==> src/hdl/bilinear_downscale_normalize_macros.svh <==
// assertion macros shared by the downscale blocks
// no dependencies; included by the modules that check themselves
`ifndef BILINEAR_DOWNSCALE_NORMALIZE_MACROS_SVH
`define BILINEAR_DOWNSCALE_NORMALIZE_MACROS_SVH

// consequent checked in the same cycle as the antecedent
`define BDN_ASSERT_SAME(lbl, clk, rst_n, ante, cons, msg) \
    lbl: assert property (@(posedge clk) disable iff (!rst_n) (ante) |-> (cons)) \
        else $error(msg);

// consequent checked in the cycle after the antecedent
`define BDN_ASSERT_NEXT(lbl, clk, rst_n, ante, cons, msg) \
    lbl: assert property (@(posedge clk) disable iff (!rst_n) (ante) |=> (cons)) \
        else $error(msg);

`endif

==> src/hdl/bdn_pkg.sv <==
// types and constants of the bilinear downscale and normalise block
// no dependencies; imported by every module of the block
package bdn_pkg;

    localparam int CH_W    = 8;
    localparam int NUM_CH  = 3;
    localparam int PIX_W   = NUM_CH * CH_W;
    localparam int POS_W   = 7;
    localparam int WT_W    = 4;
    localparam int WPROD_W = 8;
    localparam int PROD_W  = CH_W + WPROD_W;
    localparam int SUM_W   = PROD_W + 2;
    localparam int RECIP_W = 31;
    localparam int RECIP_SH = 31;
    localparam int MQ_W    = SUM_W + RECIP_W;
    localparam int QUO_W   = 16;
    localparam int OUT_W   = 16;
    localparam int Q_DEPTH_DEF = 4;

    // raster positions
    localparam logic [POS_W-1:0] SRC_LAST = 7'd127;
    localparam logic [POS_W-1:0] DST_LAST = 7'd111;

    // tap tracking: right tap (16k+1)/14+1 and weight (16k+1) mod 14
    localparam logic [POS_W-1:0] TAP_INIT    = 7'd1;
    localparam logic [POS_W-1:0] TAP_STEP_LO = 7'd1;
    localparam logic [POS_W-1:0] TAP_STEP_HI = 7'd2;
    localparam logic [WT_W-1:0]  WT_INIT     = 4'd1;
    localparam logic [WT_W-1:0]  WT_FULL     = 4'd14;
    localparam logic [WT_W:0]    WT_STEP     = 5'd2;
    localparam logic [WT_W:0]    WT_MOD      = 5'd14;

    // q = floor((16384*S + 12495) / 24990) = (S*RECIP_M + 2^30) >> 31,
    // exact for every tap sum S up to 255*196; result q - 16384
    localparam logic [RECIP_W-1:0] RECIP_M   = 31'd1407938059;
    localparam logic [MQ_W-1:0]    RECIP_RND = 49'd1073741824;
    localparam logic [QUO_W-1:0]   QUO_FULL  = 16'd32768;
    localparam logic [QUO_W-1:0]   OUT_BIAS  = 16'd16384;

    // red in the lowest byte
    typedef struct packed {
        logic [CH_W-1:0] blue;
        logic [CH_W-1:0] green;
        logic [CH_W-1:0] red;
    } t_rgb;

    // one output pixel with its four taps and weights
    typedef struct packed {
        t_rgb                p00;
        t_rgb                p01;
        t_rgb                p10;
        t_rgb                p11;
        logic [WPROD_W-1:0]  w00;
        logic [WPROD_W-1:0]  w01;
        logic [WPROD_W-1:0]  w10;
        logic [WPROD_W-1:0]  w11;
        logic [POS_W-1:0]    col;
        logic [POS_W-1:0]    row;
        logic                fe;
    } t_tap_rec;

    typedef struct packed {
        logic full;
        logic empty;
    } t_q_stat;

    // packed in tdata order, red lowest
    typedef struct packed {
        logic [POS_W-1:0]        row;
        logic [POS_W-1:0]        col;
        logic signed [OUT_W-1:0] blue;
        logic signed [OUT_W-1:0] green;
        logic signed [OUT_W-1:0] red;
    } t_out_pix;

endpackage

==> src/hdl/bdn_back.sv <==
// back end: tap weighting, reciprocal-multiply normalisation and output register
// depends on bdn_pkg and the assertion macro header
`include "bilinear_downscale_normalize_macros.svh"

module bdn_back import bdn_pkg::*; (
    input  logic     i_clk,
    input  logic     i_rst_n,
    input  t_tap_rec i_rec,
    input  t_q_stat  i_qstat,
    output logic     o_pop,
    output logic     o_tvalid,
    input  logic     i_tready,
    output t_out_pix o_pix,
    output logic     o_fe
);

    logic adv;

    // product stage
    logic              r_m_vld;
    logic [PROD_W-1:0] r_m_prod [NUM_CH][4];
    logic [POS_W-1:0]  r_m_col, r_m_row;
    logic              r_m_fe;

    // tap sum stage
    logic              r_s_vld;
    logic [SUM_W-1:0]  r_s_sum [NUM_CH];
    logic [POS_W-1:0]  r_s_col, r_s_row;
    logic              r_s_fe;

    // reciprocal product stage
    logic              r_p_vld;
    logic [MQ_W-1:0]   r_p_prod [NUM_CH];
    logic [POS_W-1:0]  r_p_col, r_p_row;
    logic              r_p_fe;

    logic [SUM_W-1:0]  sum [NUM_CH];
    logic [MQ_W-1:0]   rnd [NUM_CH];
    logic [QUO_W-1:0]  quo [NUM_CH];

    logic              r_out_vld;
    t_out_pix          r_out_pix;
    logic              r_out_fe;

    assign adv   = !r_out_vld || i_tready;
    assign o_pop = adv && !i_qstat.empty;

    always_comb begin
        for (int ch = 0; ch < NUM_CH; ch++) begin
            sum[ch] = SUM_W'(r_m_prod[ch][0]) + SUM_W'(r_m_prod[ch][1])
                    + SUM_W'(r_m_prod[ch][2]) + SUM_W'(r_m_prod[ch][3]);
            // rounding bit, then the top bits are the quotient
            rnd[ch] = r_p_prod[ch] + RECIP_RND;
            quo[ch] = rnd[ch][RECIP_SH +: QUO_W];
        end
    end

    always_ff @(posedge i_clk) begin
        if (!i_rst_n) begin
            r_m_vld   <= 1'b0;
            r_s_vld   <= 1'b0;
            r_p_vld   <= 1'b0;
            r_out_vld <= 1'b0;
        end else if (adv) begin
            r_m_vld   <= o_pop;
            r_s_vld   <= r_m_vld;
            r_p_vld   <= r_s_vld;
            r_out_vld <= r_p_vld;
        end
    end

    always_ff @(posedge i_clk) begin
        if (adv) begin
            for (int ch = 0; ch < NUM_CH; ch++) begin
                r_m_prod[ch][0] <= {8'b0, i_rec.p00[CH_W*ch +: CH_W]} * {8'b0, i_rec.w00};
                r_m_prod[ch][1] <= {8'b0, i_rec.p01[CH_W*ch +: CH_W]} * {8'b0, i_rec.w01};
                r_m_prod[ch][2] <= {8'b0, i_rec.p10[CH_W*ch +: CH_W]} * {8'b0, i_rec.w10};
                r_m_prod[ch][3] <= {8'b0, i_rec.p11[CH_W*ch +: CH_W]} * {8'b0, i_rec.w11};
            end
            r_m_col <= i_rec.col;
            r_m_row <= i_rec.row;
            r_m_fe  <= i_rec.fe;

            for (int ch = 0; ch < NUM_CH; ch++) begin
                r_s_sum[ch] <= sum[ch];
            end
            r_s_col <= r_m_col;
            r_s_row <= r_m_row;
            r_s_fe  <= r_m_fe;

            for (int ch = 0; ch < NUM_CH; ch++) begin
                r_p_prod[ch] <= MQ_W'(r_s_sum[ch]) * MQ_W'(RECIP_M);
            end
            r_p_col <= r_s_col;
            r_p_row <= r_s_row;
            r_p_fe  <= r_s_fe;

            r_out_pix.red   <= signed'(quo[0] - OUT_BIAS);
            r_out_pix.green <= signed'(quo[1] - OUT_BIAS);
            r_out_pix.blue  <= signed'(quo[2] - OUT_BIAS);
            r_out_pix.col   <= r_p_col;
            r_out_pix.row   <= r_p_row;
            r_out_fe        <= r_p_fe;
        end
    end

    assign o_tvalid = r_out_vld;
    assign o_pix    = r_out_pix;
    assign o_fe     = r_out_fe;

    // the normalised value never exceeds one
    `BDN_ASSERT_SAME(a_quo_max, i_clk, i_rst_n, r_p_vld, quo[0] <= QUO_FULL && quo[1] <= QUO_FULL && quo[2] <= QUO_FULL, "quotient above full scale")
    `BDN_ASSERT_SAME(a_last_pos, i_clk, i_rst_n, r_out_vld && r_out_fe, r_out_pix.col == DST_LAST && r_out_pix.row == DST_LAST, "frame end away from the last output position")
    `BDN_ASSERT_NEXT(a_out_hold, i_clk, i_rst_n, r_out_vld && !i_tready, r_out_vld && $stable(r_out_pix), "result beat changed while stalled")

endmodule

==> config.mk <==
export PLATFORM = sky130hd
export DESIGN_NAME = bdn_back
export DESIGN_NICKNAME = d
export VERILOG_FILES = /design/src/hdl/bdn_pkg.sv /design/src/hdl/bdn_back.sv
export VERILOG_INCLUDE_DIRS = /design/src /design/src/hdl
export SDC_FILE = /design/constraint.sdc
export NUM_CORES = 2
export LEC_CHECK = 0
export BUFFER_PORTS_ARGS = -buffer_cell sky130_fd_sc_hd__buf_2
export CAP_MARGIN = 30
export CELL_PAD_IN_SITES_DETAIL_PLACEMENT = 1
export CELL_PAD_IN_SITES_GLOBAL_PLACEMENT = 1
export CORE_ASPECT_RATIO = 1.4
export CORE_MARGIN = 2
export CORE_UTILIZATION = 35
export CTS_CLUSTER_DIAMETER = 40
export DETAILED_ROUTE_END_ITERATION = 10
export PLACE_DENSITY_LB_ADDON = 0.3
export SETUP_SLACK_MARGIN = 0.02
export SYNTH_ARGS = -nofsm -noshare
export SYNTH_HDL_FRONTEND = slang
export SYNTH_SLANG_ARGS = --single-unit
==> constraint.sdc <==
create_clock -name i_clk -period 13.85 [get_ports i_clk]
set_clock_uncertainty 0.2 [all_clocks]
set_input_delay 2.77 -clock i_clk [delete_from_list [all_inputs] [get_ports i_clk]]
set_output_delay 2.77 -clock i_clk [all_outputs]
set_load 0.1 [all_outputs]
Yosys cells after proc, flatten, opt, wreduce, memory -nomap -nowiden. Memories as Yosys holds them, arrays and structs flattened. Cells that the tools add are included.

RAM bits: 393. Memories: 3. Input bits: 148. Output and inout bits: 65. Bits in registers: 112. Word-level logic and storage cells: 58.

Memory list: r_m_prod (words 3, width 64, read ports 3, clocked after memory_dff 0, write ports 3, RTL line bdn_back.sv:21) `logic [PROD_W-1:0] r_m_prod [NUM_CH][4];`; r_p_prod (words 3, width 49, read ports 3, clocked after memory_dff 0, write ports 3, RTL line bdn_back.sv:33) `logic [MQ_W-1:0] r_p_prod [NUM_CH];`; r_s_sum (words 3, width 18, read ports 3, clocked after memory_dff 0, write ports 3, RTL line bdn_back.sv:27) `logic [SUM_W-1:0] r_s_sum [NUM_CH];`.

Add/sub/neg operators: 15. Reductions and logical operators: 4. Multiplexer cells: 2. $mul: 15.

Operators by type and width (count): 8-bit by 8-bit multiplier with 16-bit output (12); 18-bit by 31-bit multiplier with 49-bit output, second input constant (3); 47-bit by 31-bit adder with 47-bit output, second input constant (3); 17-bit by 16-bit adder with 18-bit output (3); 18-bit by 16-bit adder with 18-bit output (3); 16-bit by 16-bit adder with 17-bit output (3); 16-bit by 15-bit subtractor with 16-bit output, second input constant (3); 1-bit logical NOT (2); 1-bit two-way mux (2); 1-bit logical AND (1); 1-bit logical OR (1).

Longest topological paths before layout.
Depth in word-level cells: 4. Gate-level depth with buffers: 24.

Worst setup path after synthesis. Ideal clock, no wire load.

Kind: input-to-reg. Start point: input i_tready. End point: register r_out_fe (netlist: o_fe) (enable). Arrival: 10.689 ns. Slack: 2.206 ns. Buffers on the path: 0. Stages: 2. Setup time: 0.755 ns. Required time: 12.895 ns. Cells stage by stage: nor2b_1 -> inv_1.

Longest elaborated chain between the ends: 1.

Ends and longest elaborated chain: from (decl) (RTL line bdn_back.sv:12) `input logic i_tready,`; 1-bit logical OR (RTL line bdn_back.sv:45) `assign adv = !r_out_vld || i_tready;`; to (signal assigned) (RTL line bdn_back.sv:103) `r_out_fe <= r_p_fe;`; to (decl) (RTL line bdn_back.sv:43) `logic r_out_fe;`.

Every way passes these cells. A chain may end at the register's enable or synchronous reset.

==> out/metrics.csv <==
stage,metric,value,unit
status,status,"finished, final reports clean",
synth,synth unique cells,61,
place,final RePlAce weighted congestion,0.904,
worst_setup_path,Critical Path AT,7720,ps
synth,Mapped Cells,6221,
grt,grt ovf,0,
floorplanning,Starting Density,0.352,
drt,via count,42909,
hold_path,worst min-delay path class,flip-flop to flip-flop,
synth,Syn Nets,8517,
drt,WL/cell,19.6,microns
worst_setup_path,register-to-register setup slack,6340,ps
cts,Num CTS Buffers,67,
worst_setup_path,WP buf/inv,4,
synth,commonest cells in the synthesized netlist,"1541 x inv_1, 1141 x fa_1, 1007 x ha_1, 464 x and2_1, 446 x nand2_1",
timing,final setup margin,6340,ps
drt,Post-Route WL,176000,microns
worst_setup_path,Crit Path Category,flip-flop to flip-flop,
drt,Initial DRC Count,1454,
place,pre-CTS WS,5820,ps
floorplanning,die span in y,517,microns
synth,Synth area leaders,"fa_1 35%, ha_1 19%, edfxtp_1 18%, inv_1 8.8%, and2_1 4.4%",
flow_run,Max-Cap Viols,0,
worst_setup_path,"Slowest-stage cell, CP",edfxtp_1,
finish,Final Util,0.385,
worst_setup_path,Most common cell on crit path,fa_1,
grt,initial antenna violation count,29,
synth,Post-synth EDFFs,405,
place,Post-DP HPWL,152000,microns
cts,latest clock arrival within the worst-skew pair,680,ps
cts,CTS tree,built,
drt,DRC,0,
cts,clock tree root driver cell,clkbuf_16,
synth,synthesized cell area,65800,sq um
floorplanning,# IOs,213,
synth,syn_area_per_cell,10.6,sq um
synth,Syn. warnings,0,
cts,Post-CTS Setup Inserts,0,
cts,CTS resizes,0,
timing,fmax,133,MHz
worst_setup_path,CP max stage delay,580,ps
worst_setup_path,CP required,14060,ps
floorplanning,Core Footprint,187000,sq um
synth,Yosys top cell area share,0.347,
finish,layout cell share with drive strength beyond 1,0.0539,
worst_setup_path,CP max FO,6,
grt,vias in the first global route,49746,
hold_path,Hold Path Stages,0,
cts,clock sink count,409,
synth,Synth Register Bits,409,
drt,"antenna viol nets, final",0,
cts,clk buf depth,3,
floorplanning,Placement Rows,188,
grt,total track usage,0.190,
worst_setup_path,Levels on crit path,21,
worst_setup_path,R2R depth,21,
finish,Area Overhead vs Synth,9.43,%
grt,largest net degree at the start of global routing,154,
finish,Filler cells,20922,
floorplanning,die area,191000,sq um
timing,final hold slack,214,ps
worst_setup_path,sequence of cells on the critical path,"inv_1, fa_1, inv_1, fa_1, inv_1, fa_1, inv_1, fa_1, fa_1, fa_1, ha_1, nand4_1, or3_1, nor2_1, o211ai_1, a31oi_1, nor3_1, o31ai_2, nor4_1, nor3_1, xor2_1",
timing,Final Max Tran Viols,0,
synth,Synth Flop Type,edfxtp_1,
timing,RSZ-0062 raised after global routing,false,
worst_setup_path,crit end category,flip-flop,
synth,register area share after synthesis,0.186,
worst_setup_path,CP Launch Type,flip-flop,
drt,via/cell ratio,4.79,
synth,async set-reset flop share out of synthesis,0,
drt,DR pass1 iterations,5,
timing,worst slew pin tran,908,ps
floorplanning,die span in x,370,microns
timing,setup TNS,0,ps
synth,post-synth top area cell,fa_1,
timing,Slew headroom,0.395,
timing,endpoints failing hold,0,
cts,clock slew at reported path FFs,60,ps
cts,CTS H-tree depth,3,
timing,endpoints failing setup,0,
grt,first-pass GRT wire length,279000,microns
synth,top-count cell post-synth,inv_1,
cts,cts hold-fix bufs,0,
timing,fin crit share,0.542,
timing,min Tclk post-route,7510,ps
place,IO Port Bufs,211,
finish,Nets,8732,
worst_setup_path,"delay-heaviest family, CP",adder cells,
stage by stage:
step | cells | area [sq um]
2_1_floorplan | 6221 | 65800
3_3_place_gp | 8836 | 69700
3_5_place_dp | 8837 | 69700
4_1_cts | 8958 | 71900
5_1_grt | 8958 | 71900
6_report | 8967 | 72000
cells by family (layout without fill, tap and decap cells):
logic type | after synthesis | in the layout | share of synthesized area
AOI/OAI and AO/OA | 501 | 501 | 0.0480
xor gates and xnor gates | 270 | 270 | 0.0360
other | 0 | 9 | 0
muxes | 2 | 2 | 0.000304
DFF | 409 | 409 | 0.186
adders and majority gates | 2148 | 2148 | 0.539
buffers and inverters | 1610 | 1877 | 0.0919
and+or+nand+nor | 1281 | 1281 | 0.0988
path summary, 6_finish.rpt:
path,from,end
hold reg to reg,r_s_row[5],r_p_row[5]
hold / removal,r_s_row[5],r_p_row[5]
setup reg to reg,r_s_sum[0][22],r_p_prod[0][93]
setup / recovery,r_s_sum[0][22],r_p_prod[0][93]
placed cells by master, fill, tap and decap left out, types with 7 or more instances in the layout:
cell,instances
o31ai_1,7
and2_1,464
inv_8,9
fa_1,1141
nor4_1,7
clkbuf_16,67
edfxtp_1,405
and4_1,12
a21boi_0,22
inv_6,12
and3_1,19
nand2b_1,18
o211ai_1,9
o21a_1,17
a21oi_1,160
diode_2,9
buf_2,211
xor2_1,73
a31oi_1,7
xnor2_1,197
clkbuf_1,7
nor3_1,46
ha_1,1007
a21o_1,70
nor2b_1,30
nand4_1,24
nand2_1,446
o41ai_1,14
o21bai_1,17
or2_2,19
nand3_1,50
inv_1,1540
nor2_1,127
a211oi_1,12
o21ai_0,114
or3_1,14
per-layer routing:
metal,global-route usage,share of wire
met1,0.217,0.39
met2,0.356,0.53
met3,0.0237,0.033
met4,0.0752,0.044
met5,0,0.00085
cell type report:
class	count	area, sq um	share of cell area
Timing Repair Buffer	215	1120	0.0155
Clock inverter	47	520	0.00723
Tap cell	2470	3090	0.0429
Antenna cell	9	22.5	0.000313
Clock buffer	74	1700	0.0237
Inverter	1541	5790	0.0805
Sequential cell	409	12200	0.170
Multi-Input combinational cell	4202	47500	0.660
worst reg2reg max path, cell delays in order, from the launching register on:
cell and delay [ps]:
edfxtp_1 580, inv_1 180, fa_1 580, inv_1 170, fa_1 540, inv_1 50, fa_1 530, inv_1 60
fa_1 560, fa_1 430, fa_1 450, ha_1 400, nand4_1 190, or3_1 460, nor2_1 300, o211ai_1 240
a31oi_1 420, nor3_1 190, o31ai_2 310, nor4_1 90, nor3_1 260, xor2_1 90
sequential cells by signal, summed over array words and instances (netlist names):
register  cells
o_pix        62
r_s_vld       1
r_m_vld       1
r_p_row       7
r_s_fe        1
r_p_col       7
r_s_col       7
r_m_fe        1
r_m_prod    192
r_s_row       7
r_m_col       7
o_tvalid      1
r_p_vld       1
r_s_sum      54
r_m_row       7
o_fe          1
r_p_prod     51
r_p_fe        1
Power is left out: the tool's default activity adds up to more than one toggle a clock period on the data nets, which glitch-free logic cannot reach.
