[config.mk]
export PLATFORM = sky130hd
export DESIGN_NAME = bdn_queue
export DESIGN_NICKNAME = d
export VERILOG_FILES = /design/src/hdl/bdn_pkg.sv /design/src/hdl/bdn_queue.sv
export VERILOG_INCLUDE_DIRS = /design/src /design/src/hdl
export SDC_FILE = /design/constraint.sdc
export NUM_CORES = 1
export LEC_CHECK = 0
export BUFFER_PORTS_ARGS = -buffer_cell sky130_fd_sc_hd__buf_2
export CAP_MARGIN = 15
export CORE_ASPECT_RATIO = 1.75
export CORE_MARGIN = 5
export CORE_UTILIZATION = 35
export DETAILED_ROUTE_END_ITERATION = 16
export GPL_ROUTABILITY_DRIVEN = 0
export PLACE_DENSITY = 0.49
export RECOVER_POWER = 50
export SYNTH_ARGS = -nofsm -noshare
export SYNTH_HDL_FRONTEND = slang
export SYNTH_SLANG_ARGS = --single-unit
[constraint.sdc]
create_clock -name i_clk -period 6.11 [get_ports i_clk]
set_input_delay 0.3055 -clock i_clk [delete_from_list [all_inputs] [get_ports i_clk]]
set_output_delay 0.3055 -clock i_clk [all_outputs]
set_load 0.05 [all_outputs]
[src/hdl/bilinear_downscale_normalize_macros.svh]
// assertion macros shared by the downscale blocks
// no dependencies; included by the modules that check themselves
`ifndef BILINEAR_DOWNSCALE_NORMALIZE_MACROS_SVH
`define BILINEAR_DOWNSCALE_NORMALIZE_MACROS_SVH

// consequent checked in the same cycle as the antecedent
`define BDN_ASSERT_SAME(lbl, clk, rst_n, ante, cons, msg) \
    lbl: assert property (@(posedge clk) disable iff (!rst_n) (ante) |-> (cons)) \
        else $error(msg);

// consequent checked in the cycle after the antecedent
`define BDN_ASSERT_NEXT(lbl, clk, rst_n, ante, cons, msg) \
    lbl: assert property (@(posedge clk) disable iff (!rst_n) (ante) |=> (cons)) \
        else $error(msg);

`endif

[src/hdl/bdn_pkg.sv]
// types and constants of the bilinear downscale and normalise block
// no dependencies; imported by every module of the block
package bdn_pkg;

    localparam int CH_W    = 8;
    localparam int NUM_CH  = 3;
    localparam int PIX_W   = NUM_CH * CH_W;
    localparam int POS_W   = 7;
    localparam int WT_W    = 4;
    localparam int WPROD_W = 8;
    localparam int PROD_W  = CH_W + WPROD_W;
    localparam int SUM_W   = PROD_W + 2;
    localparam int RECIP_W = 31;
    localparam int RECIP_SH = 31;
    localparam int MQ_W    = SUM_W + RECIP_W;
    localparam int QUO_W   = 16;
    localparam int OUT_W   = 16;
    localparam int Q_DEPTH_DEF = 4;

    // raster positions
    localparam logic [POS_W-1:0] SRC_LAST = 7'd127;
    localparam logic [POS_W-1:0] DST_LAST = 7'd111;

    // tap tracking: right tap (16k+1)/14+1 and weight (16k+1) mod 14
    localparam logic [POS_W-1:0] TAP_INIT    = 7'd1;
    localparam logic [POS_W-1:0] TAP_STEP_LO = 7'd1;
    localparam logic [POS_W-1:0] TAP_STEP_HI = 7'd2;
    localparam logic [WT_W-1:0]  WT_INIT     = 4'd1;
    localparam logic [WT_W-1:0]  WT_FULL     = 4'd14;
    localparam logic [WT_W:0]    WT_STEP     = 5'd2;
    localparam logic [WT_W:0]    WT_MOD      = 5'd14;

    // q = floor((16384*S + 12495) / 24990) = (S*RECIP_M + 2^30) >> 31,
    // exact for every tap sum S up to 255*196; result q - 16384
    localparam logic [RECIP_W-1:0] RECIP_M   = 31'd1407938059;
    localparam logic [MQ_W-1:0]    RECIP_RND = 49'd1073741824;
    localparam logic [QUO_W-1:0]   QUO_FULL  = 16'd32768;
    localparam logic [QUO_W-1:0]   OUT_BIAS  = 16'd16384;

    // red in the lowest byte
    typedef struct packed {
        logic [CH_W-1:0] blue;
        logic [CH_W-1:0] green;
        logic [CH_W-1:0] red;
    } t_rgb;

    // one output pixel with its four taps and weights
    typedef struct packed {
        t_rgb                p00;
        t_rgb                p01;
        t_rgb                p10;
        t_rgb                p11;
        logic [WPROD_W-1:0]  w00;
        logic [WPROD_W-1:0]  w01;
        logic [WPROD_W-1:0]  w10;
        logic [WPROD_W-1:0]  w11;
        logic [POS_W-1:0]    col;
        logic [POS_W-1:0]    row;
        logic                fe;
    } t_tap_rec;

    typedef struct packed {
        logic full;
        logic empty;
    } t_q_stat;

    // packed in tdata order, red lowest
    typedef struct packed {
        logic [POS_W-1:0]        row;
        logic [POS_W-1:0]        col;
        logic signed [OUT_W-1:0] blue;
        logic signed [OUT_W-1:0] green;
        logic signed [OUT_W-1:0] red;
    } t_out_pix;

endpackage

[src/hdl/bdn_queue.sv]
// short record queue between the front end and the arithmetic back end
// depends on bdn_pkg and the assertion macro header
`include "bilinear_downscale_normalize_macros.svh"

module bdn_queue import bdn_pkg::*; #(
    parameter int DEPTH = Q_DEPTH_DEF
) (
    input  logic     i_clk,
    input  logic     i_rst_n,
    input  logic     i_push,
    input  t_tap_rec i_rec,
    input  logic     i_pop,
    output t_tap_rec o_rec,
    output t_q_stat  o_stat
);

    localparam int AW = (DEPTH > 1) ? $clog2(DEPTH) : 1;
    localparam int CW = $clog2(DEPTH + 1);

    t_tap_rec      r_mem [DEPTH];
    logic [AW-1:0] r_wr, r_rd;
    logic [CW-1:0] r_count;

    always_ff @(posedge i_clk) begin
        if (!i_rst_n) begin
            r_wr    <= '0;
            r_rd    <= '0;
            r_count <= '0;
        end else begin
            if (i_push) begin
                r_wr <= (r_wr == AW'(DEPTH - 1)) ? '0 : r_wr + 1'b1;
            end
            if (i_pop) begin
                r_rd <= (r_rd == AW'(DEPTH - 1)) ? '0 : r_rd + 1'b1;
            end
            if (i_push && !i_pop) begin
                r_count <= r_count + 1'b1;
            end else if (i_pop && !i_push) begin
                r_count <= r_count - 1'b1;
            end
        end
    end

    always_ff @(posedge i_clk) begin
        if (i_push) begin
            r_mem[r_wr] <= i_rec;
        end
    end

    assign o_rec       = r_mem[r_rd];
    assign o_stat.full  = (r_count == CW'(DEPTH));
    assign o_stat.empty = (r_count == '0);

    `BDN_ASSERT_NEXT(a_fill_up, i_clk, i_rst_n, i_push && !i_pop, r_count == $past(r_count) + CW'(1), "queue fill count lost a push")
    `BDN_ASSERT_SAME(a_no_pop_empty, i_clk, i_rst_n, i_pop, r_count != '0, "pop from an empty queue")

endmodule

Word level (Yosys, flattened, before mapping)
Memories as Yosys holds them, arrays and structs flattened. A register that Yosys moved wholly into a read port is not among the register bits.
Cells that the tools add are included.
{ "totals": {"ff_bits": 7, "out_inout_bits": 145, "wordCells": 25, "mem_bits_rw": 572, "input_bits": 147, "n_memories": 1} }
{ "mem_list": {"columns": ["name", "words", "width", "rd", "rd_ports_with_merged_regs", "write_ports", "line", "source"], "rows": [
  ["r_mem", 4, 143, 1, 1, 1, "bdn_queue.sv:20", "t_tap_rec r_mem [DEPTH];"]
]} }
{ "op_classes": {"reduce_logical": 6, "n_addsub": 4, "n_eq_ne": 3, "muxes": 8} }
{ "ops": {"columns": ["cell", "count"], "rows": [
  ["$mux W2", 4],
  ["$mux W3", 2],
  ["$add A2 B1 Y2 const B", 2],
  ["$eq A2 B2 Y1 const B", 2],
  ["$add A3 B1 Y3 const B", 1],
  ["$eq A3 B3 Y1 const B", 1],
  ["$logic_not A3 Y1", 1],
  ["$sub A3 B1 Y3 const B", 1],
  ["$logic_and A1 B1 Y1", 2],
  ["$logic_not A1 Y1", 2],
  ["$mux W1", 2],
  ["$reduce_bool A2 Y1", 1]
]} }

Logic depth before layout (Yosys ltp)
Gate-level depths: netlist (run 1).
{ "depth": {"word_depth": 4, "mapped_depth": 7, "ltp_nobuf": 7} }

Worst setup path before layout (run 1)
Ideal clock, no wire load.
{ "synth_path": {"kind": "register to register", "from": "reg r_wr[0]", "to": "mem r_mem[0][0] (netlist name), enable pin", "period_less_slack_ns": 4.334, "arrival_ns": 3.815, "required_ns": 5.591, "n_path_buf": 0, "setup_ns": 0.519, "path_stages_with_launch": 4, "path_slack_ns": 1.776, "cell_sequence": "dfxtp_1 inv_1 ha_1 and2_1"} }
{ "synth_lines": {"columns": ["element", "line", "source"], "rows": [
  ["start, declared", "bdn_queue.sv:21", "logic [AW-1:0] r_wr, r_rd;"],
  ["start signal, assigned", "bdn_queue.sv:31", "r_wr <= (r_wr == AW'(DEPTH - 1)) ? '0 : r_wr + 1'b1;"],
  ["end, declared", "bdn_queue.sv:20", null]
]} }
Straight into the memory's write port.

Worst setup path in the final report (run 1)
{ "layout_path": {"from": "reg r_wr[0]", "to": "mem r_mem[2][103] (netlist name), enable pin"} }
Straight into the memory's write port.

==> results.yml, run 1 <==
timing:
  timing.final.crit_share: 0.710
  rsz0062_at_grt: "no"
  hold_viol_final: 0
  fin_skew_ns: 0.0169
  timing.slew.headroom: -1.25
  worstMarginPinSlew_ns: 3.38
  setup_viol: 0
  fin_crit_ns: 4.34
  maxSlewViolCount: 90
  fmax_ghz: 0.230
  final.setup.tns_ns: 0
worst_hold_path:
  hold_path.startpoint: "i_pop"
  hold_path_class: "input pin to flop"
cts:
  clock-sinks: 581
  clockBufferDepth: 3
  numCtsBuffers: 53
  path_clk_slew_ns: 0.06
  cts_tree: "built"
  clk_latency_ns: 0.58
  post_cts_buffers: 0
  h-tree-depth: 2
  cts_root_buf: "clkbuf_16"
logic_synthesis:
  synthXorXnorAreaFrac: 0.000832
  yosysMostFrequentCell: "edfxtp_1"
  yosys.area_share.simple: 0.00428
  syn_area_um2: 21100
  yosys_warnings: 0
  synth_cells: 791
  synth_compound_area_frac: 0.000950
  yosysTopAreaCell: "edfxtp_1"
  syn_nets: 945
  ys.flop_type: "edfxtp_1"
  synth-async-reset-ratio: 0
  synth-edff-count: 572
  avgSynthCellArea_um2: 26.6
  ys_ff_latch: 581
  synth_sequential_area_ratio: 0.824
  synthMuxAreaShare: 0.155
  synth_top_family_by_area: "multiplexers"
  synth_top_area_frac: 0.815
  synthAdderAreaFrac: 0.00451
  yosys-top-cells-count: "572 x edfxtp_1, 143 x mux4_2, 16 x buf_2"
  synth.distinct_cells: 21
  synth_area_leaders: "edfxtp_1 82%, mux4_2 15%, dfxtp_1 0.86%"
routing:
  ant_nets: 0
  drtIter0Drc: 394
  routed-wl-met3_mm: 2.48
  wl_met2_mm: 24.6
  top_layer: "met5"
  avgRoutedWirePerCell_um: 22.1
  vias_per_cell: 4.76
  first_pass_iters: 4
  wirelength_mm: 46.1
  vias: 9941
  drt-met1-wl_mm: 17.9
  post-route-drc-count: 0
layout:
  drive_gt1_frac: 0.287
  num-nets-final: 1414
  stdcell_area_um2: 26300
  fillCellCount: 5209
  area_delta_synth_final_pct: 25.1
place:
  dp_hpwl_mm: 27.0
  io_buffer_count: 291
  dpl_cell_area_um2: 23400
worst_setup_path:
  r2r_start: "r_wr[0]"
  path_max_fanout: 56
  cp-end-kind: "flop"
  path_class: "flop to flop"
  rrSetupSlack_ns: 1.77
  critPathLaunch: "r_wr[0]"
  worstPathRequired_ns: 6.32
  worstPathArrival_ns: 4.54
  start_kind: "flop"
global_routing:
  grtUsageTotal: 0.141
  grt_pass1_vias: 11300
  antenna_found_initial: 2
  grt_overflow_total: 0
  grt_pass1_wl_mm: 70.0
  grt_max_degree: 144
floorplanning:
  die_width_um: 195
  die-area_um2: 65400
  pin_count: 292
  die_h_um: 335
  core_um2: 60000
  initial_utilization: 0.351
  std_cell_rows: 119
pwr:
  ir_drop_v: 0.000336
  p_leak_nw: 8.46
  p_per_area_nw_per_um2: 342
run_status:
  violations: "max-capacitance violations, max-slew violations"
  status: "complete, but fails checks"
job:
  maxCapViolations: 2
[cells by family after synthesis]
kind of cell	count (synthesis)
compound gates	3
buf+inv	36
fa+ha+maj	7
mux	147
xor+xnor	2
simple gates	15
flops	581
[metal layers]
metal  GRT usage  up-vias
met5           0        -
met4      0.0422        2
met3      0.0308       64
met2       0.253      270
met1       0.169     5234
li1            -     4371
[final timing paths]
kind | endpoint | depth (start not counted)
worst max-delay path | r_mem[2][103] | 4
worst min-delay path | r_rd[1] | 3
worst max register to register | r_mem[2][103] | 4
worst min register to register | r_count[2] | 2
[final cells by class]
type                    instances  area, µm²  share of cell area
well taps                     786        983              0.0373
diodes                          1       2.50           0.0000950
flip-flops and latches        581      17400               0.659
multi-input cells             174       3490               0.132
clock inverters                35        293              0.0111
clock buffers                  63       1360              0.0518
repair buffers                446       2840               0.108
inverters                       4       15.0            0.000570
[flip-flops by register name, summed over array words and instances (netlist names), named ones only]
register  cells
r_count       3
r_mem       572
r_rd          2
r_wr          2
[metrics by stage]
step / hold WS, ns / worst slack (ns) / instances / total power [mW] / utilization
finish: 0.0752 / 1.77 / 2090 / 9.01 / 0.439
detailed placement: 0.510 / 3.41 / 1847 / 5.87 / 0.391
CTS: 0.0348 / 2.76 / 2089 / 9.17 / 0.442
global placement: 0.489 / 3.38 / 1847 / 5.86 / 0.391
global route: 0.0743 / 1.41 / 2090 / 9.37 / 0.439
floorplan: 0.404 / 1.78 / 791 / 5.53 / -
[worst max-delay path: stages, from the launching register on]
cell	delay (ns)
dfxtp_1	0.35
inv_1	0.10
ha_1	0.13
and2_1	2.42
buf_4	0.91
[power breakdown]
part | switching (mW) | internal [mW]
Sequential | 0.0544 | 4.57
Clock | 1.39 | 1.80
Combinational | 0.826 | 0.365
Total | 2.27 | 6.74
[cell usage in the layout (no fill, tap or decap)]
| cell | synthesis | final |
|---|---|---|
| ha_1 | 6 | 6 |
| clkinv_1 | 0 | 17 |
| xnor2_1 | 1 | 1 |
| clkinv_2 | 0 | 9 |
| mux2i_1 | 4 | 4 |
| dfxtp_1 | 9 | 7 |
| and2_1 | 5 | 1 |
| nor3_1 | 2 | 2 |
| and2_4 | 0 | 1 |
| edfxtp_1 | 572 | 572 |
| diode_2 | 0 | 1 |
| a21boi_0 | 1 | 1 |
| dfxtp_4 | 0 | 2 |
| xor2_1 | 1 | 1 |
| buf_12 | 0 | 3 |
| nor3b_1 | 1 | 1 |
| buf_2 | 16 | 146 |
| clkinv_4 | 0 | 1 |
| nor2_1 | 1 | 1 |
| nor2b_1 | 5 | 5 |
| mux4_2 | 143 | 143 |
| o21ai_0 | 1 | 1 |
| dlygate4sd3_1 | 0 | 144 |
| and2_0 | 0 | 3 |
| clkinvlp_4 | 0 | 1 |
| o21a_1 | 1 | 1 |
| buf_4 | 0 | 8 |
| inv_6 | 0 | 2 |
| clkbuf_16 | 0 | 53 |
| or3_1 | 1 | 1 |
| inv_1 | 4 | 4 |
| bufinv_16 | 0 | 5 |
| clkbuf_1 | 7 | 155 |
| fa_1 | 1 | 1 |
[timing repair]
| item | in CTS | in global routing |
|---|---|---|
| gates resized for setup | 0 | 0 |
| hold endpoints to repair | 574 | 0 |
| hold buffers | 144 | 0 |
Power figures use the tool's default switching activity.
==> run 2, diff against run 1 <==
PLACE_DENSITY = 0.51   (was 0.49)
clock period = 3.6 ns   (was 6.11 ns; I/O delays follow)
==> run 2 against run 1 <==
  * Hold slack improved by 0.30 ns
  * Maximum frequency increased by 49%
  * Die area unchanged
  * Critical path depth decreased by 1
  * The flow still finishes with violations (max-capacitance violations, max-slew violations)
  * Largest power group unchanged
  * Flip-flop and latch count unchanged
  * Via count increased by 0.48%
  * Total power increased by 72%
  * Cell count increased by 0.86%
  * Combinational power increased by 75%
  * Count of clock-buffer cells in the layout increased by 5
  * Core utilization increased by 0.65 points
==> results.yml, run 2 (synthesized netlist as in run 1, its figures left out) <==
global_routing:
  antenna_found_initial: 2
  grt_pass1_wl_mm: 70.3
  grt_util_met3: 0.0376
  global_route.peak_usage_layer: "met2"
  grt.met2_usage: 0.255
  grt_use_met1: 0.164
  grt_pass1_vias: 11200
  grt_overflow_total: 0
  grtUsageTotal: 0.142
  grt_max_degree: 50
worst_setup_path:
  path_max_fanout: 30
  worstPathRequired_ns: 3.86
  cp-end-kind: "flop"
  worstPathArrival_ns: 3.17
  path_class: "flop to flop"
  start_kind: "flop"
cts:
  path_clk_slew_ns: 0.07
  h-tree-depth: 2
  cts_root_buf: "clkbuf_16"
  clock-sinks: 581
  postCtsHoldBufs: 146
  clockBufferDepth: 3
  clk_latency_ns: 0.59
  numCtsBuffers: 51
  post_cts_resized: 0
  cts_tree: "built"
  post_cts_buffers: 0
routing:
  wirelength_mm: 46.5
  vias_per_cell: 4.74
  vias: 9989
  first_pass_iters: 4
  drtIter0Drc: 320
  avgRoutedWirePerCell_um: 22.1
  ant_nets: 0
  post-route-drc-count: 0
floorplanning:
  die_h_um: 335
  std_cell_rows: 119
  pin_count: 292
  core_um2: 60000
  initial_utilization: 0.351
  die_width_um: 195
  die-area_um2: 65400
timing:
  setup_viol: 0
  rsz0062_at_grt: "no"
  fin_skew_ns: 0.0116
  fin_crit_ns: 2.91
  final.setup.tns_ns: 0
  maxSlewViolCount: 29
  hold_viol_final: 0
  timing.final.crit_share: 0.807
  timing.slew.headroom: -0.318
  fmax_ghz: 0.344
  whs_ns: 0.380
  worstMarginPinSlew_ns: 1.98
pwr:
  p_per_area_nw_per_um2: 580
  ir_drop_v: 0.000424
  p_leak_nw: 8.65
  total_power_mw: 15.5
place:
  io_buffer_count: 291
  dpl_cell_area_um2: 23800
  dp_hpwl_mm: 30.0
layout:
  fillCellCount: 5182
  top_register: "r_mem"
  largest_reg_flops: 572
  num-nets-final: 1435
  area_delta_synth_final_pct: 26.9
  drive_gt1_frac: 0.303
  final_cell_mix: "572 x edfxtp_1, 157 x clkbuf_1, 147 x buf_2"
  reg_top3: "r_mem: 572 flops, r_count: 3 flops"
  stdcell_area_um2: 26700
  final_core_util: 0.446
  multiInputGateArea_um2: 3490
  seqCellArea_um2: 17400
  final_common_cell: "edfxtp_1"
job:
  maxCapViolations: 1
worst_hold_path:
  hold_path_class: "input pin to flop"
run_status:
  violations: "max-capacitance violations, max-slew violations"
  status: "complete, but fails checks"
run 2: changes by cell type in the layout (fill, tap and decap cells not counted), moves of 3 or more:
cell | previous run | this run
clkinv_1 | 17 | 6
buf_4 | 8 | 16
and2_0 | 3 | 0
buf_12 | 3 | 16
run 2: path summary, 6_finish.rpt:
kind / startpoint / endpoint / slack, ns / depth (start not counted)
max: r_wr[0] / r_mem[1][41] / 0.69 / 3
min: i_rec[15] / r_mem[0][15] / 0.38 / 2
max reg2reg: r_wr[0] / r_mem[1][41] / 0.69 / 3
min reg2reg: r_count[2] / r_count[2] / 0.53 / 2
run 2: layer usage:
layer,part of all wire,vias to the layer above
met4,0.028,0
met2,0.53,257
met5,0,-
met1,0.38,5248
met3,0.061,76
li1,-,4408
run 2: layout make-up:
cell class / instances / share of cell area
Antenna cell: 2 / 0.000187
Clock buffer: 68 / 0.0525
Clock inverter: 24 / 0.0111
Inverter: 4 / 0.000562
Multi-Input combinational cell: 174 / 0.131
Sequential cell: 581 / 0.649
Tap cell: 786 / 0.0368
Timing Repair Buffer: 469 / 0.119
run 2: critical path, stage by stage (launching register included):
cell and delay [ns]:
dfxtp_1 0.41, ha_1 0.17, and2_1 1.46, buf_4 0.53
run 2: where the power goes:
group / internal (mW) / switching (mW)
clock network: 3.24 / 2.34
logic: 0.666 / 1.41
registers: 7.75 / 0.0959
run 2: per-stage QoR:
| stage | setup WS (ns) | std cells |
|---|---|---|
| CTS | 0.668 | 2106 |
| global placement | 1.36 | 1868 |
| global route | 0.392 | 2108 |
| floorplan | 0.849 | 791 |
| detailed placement | 1.34 | 1868 |
| finish | 0.693 | 2108 |
