<file path="config.mk">
export PLATFORM = sky130hd
export DESIGN_NAME = bdn_front
export DESIGN_NICKNAME = d
export VERILOG_FILES = /design/src/hdl/bdn_pkg.sv /design/src/hdl/bdn_front.sv
export VERILOG_INCLUDE_DIRS = /design/src /design/src/hdl
export SDC_FILE = /design/constraint.sdc
export NUM_CORES = 2
export LEC_CHECK = 0
export BUFFER_PORTS_ARGS = -buffer_cell sky130_fd_sc_hd__buf_2
export CAP_MARGIN = 20
export CORE_ASPECT_RATIO = 1.5
export CORE_UTILIZATION = 55
export CTS_CLUSTER_SIZE = 12
export DETAILED_ROUTE_END_ITERATION = 10
export GPL_TIMING_DRIVEN = 1
export PLACE_DENSITY = 0.71
export SYNTH_ARGS = -nofsm -noshare
export SYNTH_HDL_FRONTEND = slang
export SYNTH_SLANG_ARGS = --single-unit
export TNS_END_PERCENT = 30
</file>
<file path="constraint.sdc">
create_clock -name i_clk -period 11.38 [get_ports i_clk]
set_clock_uncertainty 0.1 [all_clocks]
set_input_delay 1.138 -clock i_clk [delete_from_list [all_inputs] [get_ports i_clk]]
set_output_delay 1.138 -clock i_clk [all_outputs]
set_load 0.01 [all_outputs]
</file>
<file path="src/hdl/bilinear_downscale_normalize_macros.svh">
// assertion macros shared by the downscale blocks
// no dependencies; included by the modules that check themselves
`ifndef BILINEAR_DOWNSCALE_NORMALIZE_MACROS_SVH
`define BILINEAR_DOWNSCALE_NORMALIZE_MACROS_SVH

// consequent checked in the same cycle as the antecedent
`define BDN_ASSERT_SAME(lbl, clk, rst_n, ante, cons, msg) \
    lbl: assert property (@(posedge clk) disable iff (!rst_n) (ante) |-> (cons)) \
        else $error(msg);

// consequent checked in the cycle after the antecedent
`define BDN_ASSERT_NEXT(lbl, clk, rst_n, ante, cons, msg) \
    lbl: assert property (@(posedge clk) disable iff (!rst_n) (ante) |=> (cons)) \
        else $error(msg);

`endif

</file>
<file path="src/hdl/bdn_pkg.sv">
// types and constants of the bilinear downscale and normalise block
// no dependencies; imported by every module of the block
package bdn_pkg;

    localparam int CH_W    = 8;
    localparam int NUM_CH  = 3;
    localparam int PIX_W   = NUM_CH * CH_W;
    localparam int POS_W   = 7;
    localparam int WT_W    = 4;
    localparam int WPROD_W = 8;
    localparam int PROD_W  = CH_W + WPROD_W;
    localparam int SUM_W   = PROD_W + 2;
    localparam int RECIP_W = 31;
    localparam int RECIP_SH = 31;
    localparam int MQ_W    = SUM_W + RECIP_W;
    localparam int QUO_W   = 16;
    localparam int OUT_W   = 16;
    localparam int Q_DEPTH_DEF = 4;

    // raster positions
    localparam logic [POS_W-1:0] SRC_LAST = 7'd127;
    localparam logic [POS_W-1:0] DST_LAST = 7'd111;

    // tap tracking: right tap (16k+1)/14+1 and weight (16k+1) mod 14
    localparam logic [POS_W-1:0] TAP_INIT    = 7'd1;
    localparam logic [POS_W-1:0] TAP_STEP_LO = 7'd1;
    localparam logic [POS_W-1:0] TAP_STEP_HI = 7'd2;
    localparam logic [WT_W-1:0]  WT_INIT     = 4'd1;
    localparam logic [WT_W-1:0]  WT_FULL     = 4'd14;
    localparam logic [WT_W:0]    WT_STEP     = 5'd2;
    localparam logic [WT_W:0]    WT_MOD      = 5'd14;

    // q = floor((16384*S + 12495) / 24990) = (S*RECIP_M + 2^30) >> 31,
    // exact for every tap sum S up to 255*196; result q - 16384
    localparam logic [RECIP_W-1:0] RECIP_M   = 31'd1407938059;
    localparam logic [MQ_W-1:0]    RECIP_RND = 49'd1073741824;
    localparam logic [QUO_W-1:0]   QUO_FULL  = 16'd32768;
    localparam logic [QUO_W-1:0]   OUT_BIAS  = 16'd16384;

    // red in the lowest byte
    typedef struct packed {
        logic [CH_W-1:0] blue;
        logic [CH_W-1:0] green;
        logic [CH_W-1:0] red;
    } t_rgb;

    // one output pixel with its four taps and weights
    typedef struct packed {
        t_rgb                p00;
        t_rgb                p01;
        t_rgb                p10;
        t_rgb                p11;
        logic [WPROD_W-1:0]  w00;
        logic [WPROD_W-1:0]  w01;
        logic [WPROD_W-1:0]  w10;
        logic [WPROD_W-1:0]  w11;
        logic [POS_W-1:0]    col;
        logic [POS_W-1:0]    row;
        logic                fe;
    } t_tap_rec;

    typedef struct packed {
        logic full;
        logic empty;
    } t_q_stat;

    // packed in tdata order, red lowest
    typedef struct packed {
        logic [POS_W-1:0]        row;
        logic [POS_W-1:0]        col;
        logic signed [OUT_W-1:0] blue;
        logic signed [OUT_W-1:0] green;
        logic signed [OUT_W-1:0] red;
    } t_out_pix;

endpackage

</file>
<file path="src/hdl/bdn_front.sv">
// front end: raster tracking, line store, tap gathering and output scheduling
// depends on bdn_pkg and the assertion macro header
`include "bilinear_downscale_normalize_macros.svh"

module bdn_front import bdn_pkg::*; (
    input  logic            i_clk,
    input  logic            i_rst_n,
    input  logic            i_tvalid,
    output logic            o_tready,
    input  t_rgb            i_tdata,
    input  logic            i_tuser,
    output logic            o_push,
    output t_tap_rec        o_rec,
    input  t_q_stat         i_qstat
);

    logic [PIX_W-1:0] r_line_mem [2**POS_W];
    logic [PIX_W-1:0] r_mem_rd;
    logic             r_byp;
    t_rgb             r_byp_pix;

    logic [POS_W-1:0] r_src_col, r_src_row, r_ocol, r_orow, r_tapc, r_tapr;
    logic [WT_W-1:0]  r_wc, r_wr;
    logic [POS_W-1:0] n_src_col, n_src_row, n_ocol, n_orow, n_tapc, n_tapr;
    logic [WT_W-1:0]  n_wc, n_wr;

    logic [POS_W-1:0] b_col, b_row, b_ocol, b_orow, b_tapc, b_tapr;
    logic [WT_W-1:0]  b_wc, b_wr;
    logic [WT_W:0]    wc2, wr2;
    logic             wc_wrap, wr_wrap;
    logic [WT_W-1:0]  step_wc, step_wr;
    logic [POS_W-1:0] step_tapc, step_tapr;
    logic             emit, accept, s1_done;

    logic             r_s1_vld;
    t_rgb             r_s1_pix;
    logic [POS_W-1:0] r_s1_col, r_s1_ocol, r_s1_orow;
    logic             r_s1_emit, r_s1_fe;
    logic [WT_W-1:0]  r_s1_a, r_s1_b;
    t_rgb             r_left, r_upleft;
    t_rgb             above;
    logic [WT_W-1:0]  wa_n, wb_n;

    assign s1_done  = r_s1_vld && (!r_s1_emit || !i_qstat.full);
    assign o_tready = !r_s1_vld || s1_done;
    assign accept   = i_tvalid && o_tready;

    // position of this beat, frame start forces the origin
    always_comb begin
        b_col  = i_tuser ? '0 : r_src_col;
        b_row  = i_tuser ? '0 : r_src_row;
        b_ocol = i_tuser ? '0 : r_ocol;
        b_orow = i_tuser ? '0 : r_orow;
        b_tapc = i_tuser ? TAP_INIT : r_tapc;
        b_tapr = i_tuser ? TAP_INIT : r_tapr;
        b_wc   = i_tuser ? WT_INIT : r_wc;
        b_wr   = i_tuser ? WT_INIT : r_wr;
        emit   = (b_col == b_tapc) && (b_row == b_tapr);

        wc2       = {1'b0, b_wc} + WT_STEP;
        wc_wrap   = wc2 >= WT_MOD;
        step_wc   = wc_wrap ? WT_W'(wc2 - WT_MOD) : wc2[WT_W-1:0];
        step_tapc = b_tapc + (wc_wrap ? TAP_STEP_HI : TAP_STEP_LO);
        wr2       = {1'b0, b_wr} + WT_STEP;
        wr_wrap   = wr2 >= WT_MOD;
        step_wr   = wr_wrap ? WT_W'(wr2 - WT_MOD) : wr2[WT_W-1:0];
        step_tapr = b_tapr + (wr_wrap ? TAP_STEP_HI : TAP_STEP_LO);
    end

    always_comb begin
        n_src_col = r_src_col;
        n_src_row = r_src_row;
        n_ocol    = r_ocol;
        n_orow    = r_orow;
        n_tapc    = r_tapc;
        n_tapr    = r_tapr;
        n_wc      = r_wc;
        n_wr      = r_wr;
        if (accept) begin
            n_src_col = b_col + 1'b1;
            n_src_row = (b_col == SRC_LAST) ? b_row + 1'b1 : b_row;
            n_ocol    = b_ocol;
            n_orow    = b_orow;
            n_tapc    = b_tapc;
            n_tapr    = b_tapr;
            n_wc      = b_wc;
            n_wr      = b_wr;
            if (emit) begin
                if (b_ocol == DST_LAST) begin
                    n_ocol = '0;
                    n_tapc = TAP_INIT;
                    n_wc   = WT_INIT;
                    if (b_orow == DST_LAST) begin
                        n_orow = '0;
                        n_tapr = TAP_INIT;
                        n_wr   = WT_INIT;
                    end else begin
                        n_orow = b_orow + 1'b1;
                        n_tapr = step_tapr;
                        n_wr   = step_wr;
                    end
                end else begin
                    n_ocol = b_ocol + 1'b1;
                    n_tapc = step_tapc;
                    n_wc   = step_wc;
                end
            end
        end
    end

    always_ff @(posedge i_clk) begin
        if (!i_rst_n) begin
            r_src_col <= '0;
            r_src_row <= '0;
            r_ocol    <= '0;
            r_orow    <= '0;
            r_tapc    <= TAP_INIT;
            r_tapr    <= TAP_INIT;
            r_wc      <= WT_INIT;
            r_wr      <= WT_INIT;
            r_s1_vld  <= 1'b0;
            r_left    <= '0;
            r_upleft  <= '0;
        end else begin
            r_src_col <= n_src_col;
            r_src_row <= n_src_row;
            r_ocol    <= n_ocol;
            r_orow    <= n_orow;
            r_tapc    <= n_tapc;
            r_tapr    <= n_tapr;
            r_wc      <= n_wc;
            r_wr      <= n_wr;
            if (accept) begin
                r_s1_vld <= 1'b1;
            end else if (s1_done) begin
                r_s1_vld <= 1'b0;
            end
            if (s1_done) begin
                r_left   <= r_s1_pix;
                r_upleft <= above;
            end
        end
    end

    // line store, written as the held beat leaves, read as the next one enters
    always_ff @(posedge i_clk) begin
        if (s1_done) begin
            r_line_mem[r_s1_col] <= r_s1_pix;
        end
    end

    always_ff @(posedge i_clk) begin
        if (accept) begin
            r_mem_rd <= r_line_mem[b_col];
        end
    end

    // same-column write in the read cycle, only after an early frame restart
    always_ff @(posedge i_clk) begin
        if (accept) begin
            r_byp     <= s1_done && (r_s1_col == b_col);
            r_byp_pix <= r_s1_pix;
            r_s1_pix  <= i_tdata;
            r_s1_col  <= b_col;
            r_s1_emit <= emit;
            r_s1_a    <= b_wc;
            r_s1_b    <= b_wr;
            r_s1_ocol <= b_ocol;
            r_s1_orow <= b_orow;
            r_s1_fe   <= (b_ocol == DST_LAST) && (b_orow == DST_LAST);
        end
    end

    assign above = r_byp ? r_byp_pix : t_rgb'(r_mem_rd);
    assign wa_n  = WT_FULL - r_s1_a;
    assign wb_n  = WT_FULL - r_s1_b;
    assign o_push = s1_done && r_s1_emit;

    always_comb begin
        o_rec.p00 = r_upleft;
        o_rec.p01 = above;
        o_rec.p10 = r_left;
        o_rec.p11 = r_s1_pix;
        o_rec.w00 = {4'b0, wa_n} * {4'b0, wb_n};
        o_rec.w01 = {4'b0, r_s1_a} * {4'b0, wb_n};
        o_rec.w10 = {4'b0, wa_n} * {4'b0, r_s1_b};
        o_rec.w11 = {4'b0, r_s1_a} * {4'b0, r_s1_b};
        o_rec.col = r_s1_ocol;
        o_rec.row = r_s1_orow;
        o_rec.fe  = r_s1_fe;
    end

    // an output never lands on the first source column, so the left tap is real
    `BDN_ASSERT_SAME(a_emit_not_col0, i_clk, i_rst_n, r_s1_vld && r_s1_emit, r_s1_col != '0, "output scheduled on source column zero")

endmodule

</file>
# Word level (Yosys, flattened, before mapping)
# Memory sizes are Yosys's and may differ from the RTL's. A register that Yosys moved wholly into a read port is not among the register bits.
# Cells that the tools add are included.
# totals
in_bits	30
register_bits	179
mem_count	1
word_cells	99
ramBits	3072
# mem_list
name	depth	width	read_ports	rd_ports_with_merged_regs	write_ports	line	source
r_line_mem	128	24	1	1	1	bdn_front.sv:17	logic [PIX_W-1:0] r_line_mem [2**POS_W];
# op_classes
multipliers	4
reduce_logical	12
eq_ne	6
order_cmp	2
n_mux	33
n_addsub	12
# op_table
cell	n
two-way mux 7 bit	17
two-way mux 4 bit	9
multiplier 4 x 4 -> 8 bit	4
adder 7 x 1 -> 7 bit, second input constant	4
two-way mux 24 bit	1
equality test 7 bit	3
equality test 7 bit, second input constant	3
adder 7 x 2 -> 7 bit	2
adder 4 x 2 -> 5 bit, second input constant	2
>= comparator 5 x 4 -> 1 bit, second input constant	2
subtractor 4 bit, first input constant	2
subtractor 4 bit, second input constant	2
logical AND 1 bit	6
two-way mux 1 bit	4
two-way mux 2 bit	2
zero test 1 bit	3
logical OR 1 bit	2
nonzero test 2 bit	1

# Longest topological paths before layout
# logic_depth
ltp_word	8
depth_mapped	18
mapped_depth_nobuf	14

# Worst setup path before layout
# No wires, ideal clock.
# synth_timing
kind	input port to flip-flop
start	input i_qstat[1] (netlist name)
end	register r_orow[4]
path_stages	6
required_ns	11.202
setup_ns	0.078
setup_slack_ns	5.999
path_buffers	1
arrival_ns	5.203
path_cell_list	nand3_1 > nand2_1 > clkinv_1 > clkbuf_1 > o2111ai_1 > a21oi_1
# synth_between
elab_chain_cells	5
# synth_lines
element	line	source
start, declared	bdn_front.sv:14	input t_q_stat i_qstat
zero test 1 bit	bdn_front.sv:44	assign s1_done = r_s1_vld && (!r_s1_emit || !i_qstat.full);
logical OR 1 bit	bdn_front.sv:44	
logical AND 1 bit	bdn_front.sv:44	
logical OR 1 bit	bdn_front.sv:45	assign o_tready = !r_s1_vld || s1_done;
logical AND 1 bit	bdn_front.sv:46	assign accept = i_tvalid && o_tready;
net accept	bdn_front.sv:33	logic emit, accept, s1_done;
end signal, assigned	bdn_front.sv:128	r_orow <= n_orow;
end, declared	bdn_front.sv:22	logic [POS_W-1:0] r_src_col, r_src_row, r_ocol, r_orow, r_tapc, r_tapr;
# The timed path passes the listed nets, and every way through them passes these cells.
# A chain may end at the register's enable or synchronous reset.

# Worst setup path after layout
# layout_timing
start	input i_tuser
end	register r_mem_rd[22] (read register of r_line_mem) (data pin)
# layout_between
elab_chain_cells	1
# layout_lines
element	line	source
start, declared	bdn_front.sv:11	input logic i_tuser,
two-way mux 7 bit	bdn_front.sv:50	b_col = i_tuser ? '0 : r_src_col;
end, declared	bdn_front.sv:18	logic [PIX_W-1:0] r_mem_rd;
# No other way between the ends.

==> metrics.csv <==
metric,value,unit
Power Dens Cells,165,mW/mm^2
post-synthesis simple-gate area fraction,0.0673,
Multi-input gate area,0.0305,mm^2
"top cells by area, synth","edfxtp_1, mux2i_1, nand2_1, mux4_2, dfxtp_1",
via/cell ratio,6.80,
Synth area leader,edfxtp_1,
CP required,11.90,ns
clk buf depth,4,
Synth top area share,0.734,
"Distinct cells, synth",87,
CTS Hold Bufs,0,
I/O pins,175,
post-synthesis sequential area ratio,0.749,
mux cell area share after synthesis,0.0725,
Min-Delay Path Class,in2reg,
"Area growth, synth to finish",10.7,%
Hold Path Stages,1,
Post-Route Setup TNS,0,ns
Iter 0 DRT Violations,11600,
Slew headroom,0.0593,
most common library cell in the layout ignoring fill and taps,edfxtp_1,
fin util,0.612,
Worst R2R End,r_mem_rd[18],
Max H-tree Level,5,
Detail Route Antenna Nets,0,
CP startpoint kind,input pin,
initial antenna violation count,45,
worst hold margin,0.334,ns
Mapped Cells,8229,
placed cell count,11200,
MaxCap Viol Count,0,
Final Total Pwr,23.8,mW
worst r2r src,r_src_col[2],
Worst-path clk slew,0.06,ns
CTS sink cnt,3275,
Final Non-Filler Cells,11700,
Synth Area per Inst,15.8,um^2
Final #Nets,8598,
wire per inst,34.6,um
Synth Warn #,0,
highest ir drop seen on vdd,0.126,mV
global-route wire length before repair,559,mm
final critical path time including I/O delays and setup,6.48,ns
most frequent cells in the layout,"edfxtp_1, nand2_1, mux2i_1",
fillers,16800,
worst-margin pin slew,1.40,ns
Reg area,0.0974,mm^2
cts repair resizes,0,
Setup WS pre-CTS,4.35,ns
GPL Wtd Cong,0.974,
Worst R2R Path Depth,11,
Pre-Repair DR Iteration Count,6,
synthesized flop and latch total,3275,
final setup vio count,0,
Slew Limit Fails,0,
Synth Area in Adders,0.00874,
total gr overflow,0,
DRC errors left,0,
Vias,79300,
CTS tree,done,
number of global-route vias before repair,77700,
die height,597,um
num rows,218,
Worst Path Arrival,7.01,ns
"Net Count, Synth",8339,
share of cells above drive strength 1,0.151,
Most used DFF post-synth,edfxtp_1,
Skew-Pair Late Insertion Delay,0.89,ns
final WL,403,mm
Syn Std Cell Area,0.130,mm^2
status,finished clean,
Post-synth ARST share,0,
GRT Total Usage,0.334,
PnR worst setup slack,4.90,ns
cell area after placement,0.135,mm^2
detailed placement HPWL,238,mm
final hold vios,0,
Final Cycle Share,0.570,
clock root cell,clkbuf_16,
number of buffers created by CTS,319,
Layout Cell Area excl Fill,0.144,mm^2
upper clock frequency limit,154,MHz
post-synthesis compound-gate area fraction,0.0781,
hold path start,i_tdata[10],
Hold Path End,o_rec[57],
Worst Setup End Kind,register,
largest family of logic cells by synthesized area,compound AO/OA/AOI/OAI gates,
R2R Setup Slk,5.11,ns
Initial Util,0.553,
critical setup path kind,in2reg,
number of flops mapped to enable cells by yosys,3176,
core area,0.235,mm^2
RSZ-0062 raised after global routing,no,
"Setup Fix Bufs, Post-CTS",0,
CP Max Fanout,98,
XOR/XNOR Fraction of Synth Area,0.00283,
Die Area,0.238,mm^2
Port-buffer cells,173,
largest net degree at the start of global routing,136,
Die W,399,um
Leak,46.0,nW
area by class of cell:
type                       instances  area share
antenna                           12    0.000209
clock buffer                     372      0.0581
clock inverter                    23     0.00135
inverter                          53     0.00167
multi-input combinational       4355       0.212
sequential                      3275       0.676
tap                             3080      0.0268
timing repair buffer             484      0.0237
Yosys cell counts, drive strengths merged, types with 73 or more instances:
| master | n |
|---|---|
| o221ai | 113 |
| buf | 335 |
| o21ai | 256 |
| mux4 | 140 |
| nor2b | 114 |
| a211oi | 173 |
| a221oi | 104 |
| clkbuf | 211 |
| nand3 | 313 |
| nand2 | 1026 |
| a31oi | 142 |
| o211ai | 73 |
| a22oi | 76 |
| nor2 | 252 |
| mux2i | 473 |
| dfxtp | 99 |
| mux2 | 137 |
| edfxtp | 3176 |
| a21oi | 333 |
how the worst max path moves through the flow:
| stage | startpoint | to | slack [ns] | cells after the start |
|---|---|---|---|---|
| 2_1_floorplan | i_qstat[1] | r_orow[4] | 6.00 | 6 |
| 3_5_place_dp | i_tuser | r_mem_rd[18] | 4.35 | 13 |
| 4_1_cts | i_tuser | r_mem_rd[18] | 5.22 | 13 |
| 6_report | i_tuser | r_mem_rd[22] | 4.90 | 12 |
| 3_3_place_gp | i_tuser | r_mem_rd[18] | 4.37 | 13 |
| 5_1_grt | i_tuser | r_mem_rd[22] | 5.06 | 12 |
worst max-delay path, stage by stage:
cell and delay (ns):
buf_4 0.57, buf_12 0.41, nand2b_4 0.72, inv_16 0.28, buf_12 0.41, buf_12 0.23, mux2i_1 0.32, a221oi_1 0.16
a311oi_2 1.05, o2111ai_1 0.61, a211oi_1 0.40, a211oi_1 0.10
state kept, by name, indices dropped and copies added (netlist names):
signal and cells:
o_rec 72, r_byp 1, r_byp_pix 24, r_line_mem 3072, r_mem_rd 24, r_ocol 7
r_orow 7, r_s1_a 4, r_s1_b 4, r_s1_col 7, r_s1_emit 1, r_s1_fe 1
r_s1_ocol 7, r_s1_orow 7, r_s1_vld 1, r_src_col 7, r_src_row 7, r_tapc 7
r_tapr 7, r_wc 4, r_wr 4
per-layer routing:
layer  routed length (um)  vias to the layer above  GRT usage
met3                43700                     1405     0.0757
met1               128000                    39800      0.386
li1                     -                    32600          -
met4                41700                       26      0.292
met5                  166                        -          0
met2               189000                     5441      0.526
logic make-up (layout without fill, tap and decap cells):
logic type               Yosys count  after routing
flip-flops                      3275           3275
AND/OR/NAND/NOR                 1964           1964
AO/OA/AOI/OAI                   1519           1519
multiplexers                     750            750
buffers and inverters            599            932
adder cells (fa/ha/maj)           80             80
XOR/XNOR                          42             42
other                              0             12
power breakdown:
part | internal, mW | switching [mW]
sequential | 13.3 | 0.0443
clock | 5.15 | 4.22
combinational | 0.310 | 0.812
total | 18.7 | 5.08
(Power assumes the default switching activity.)
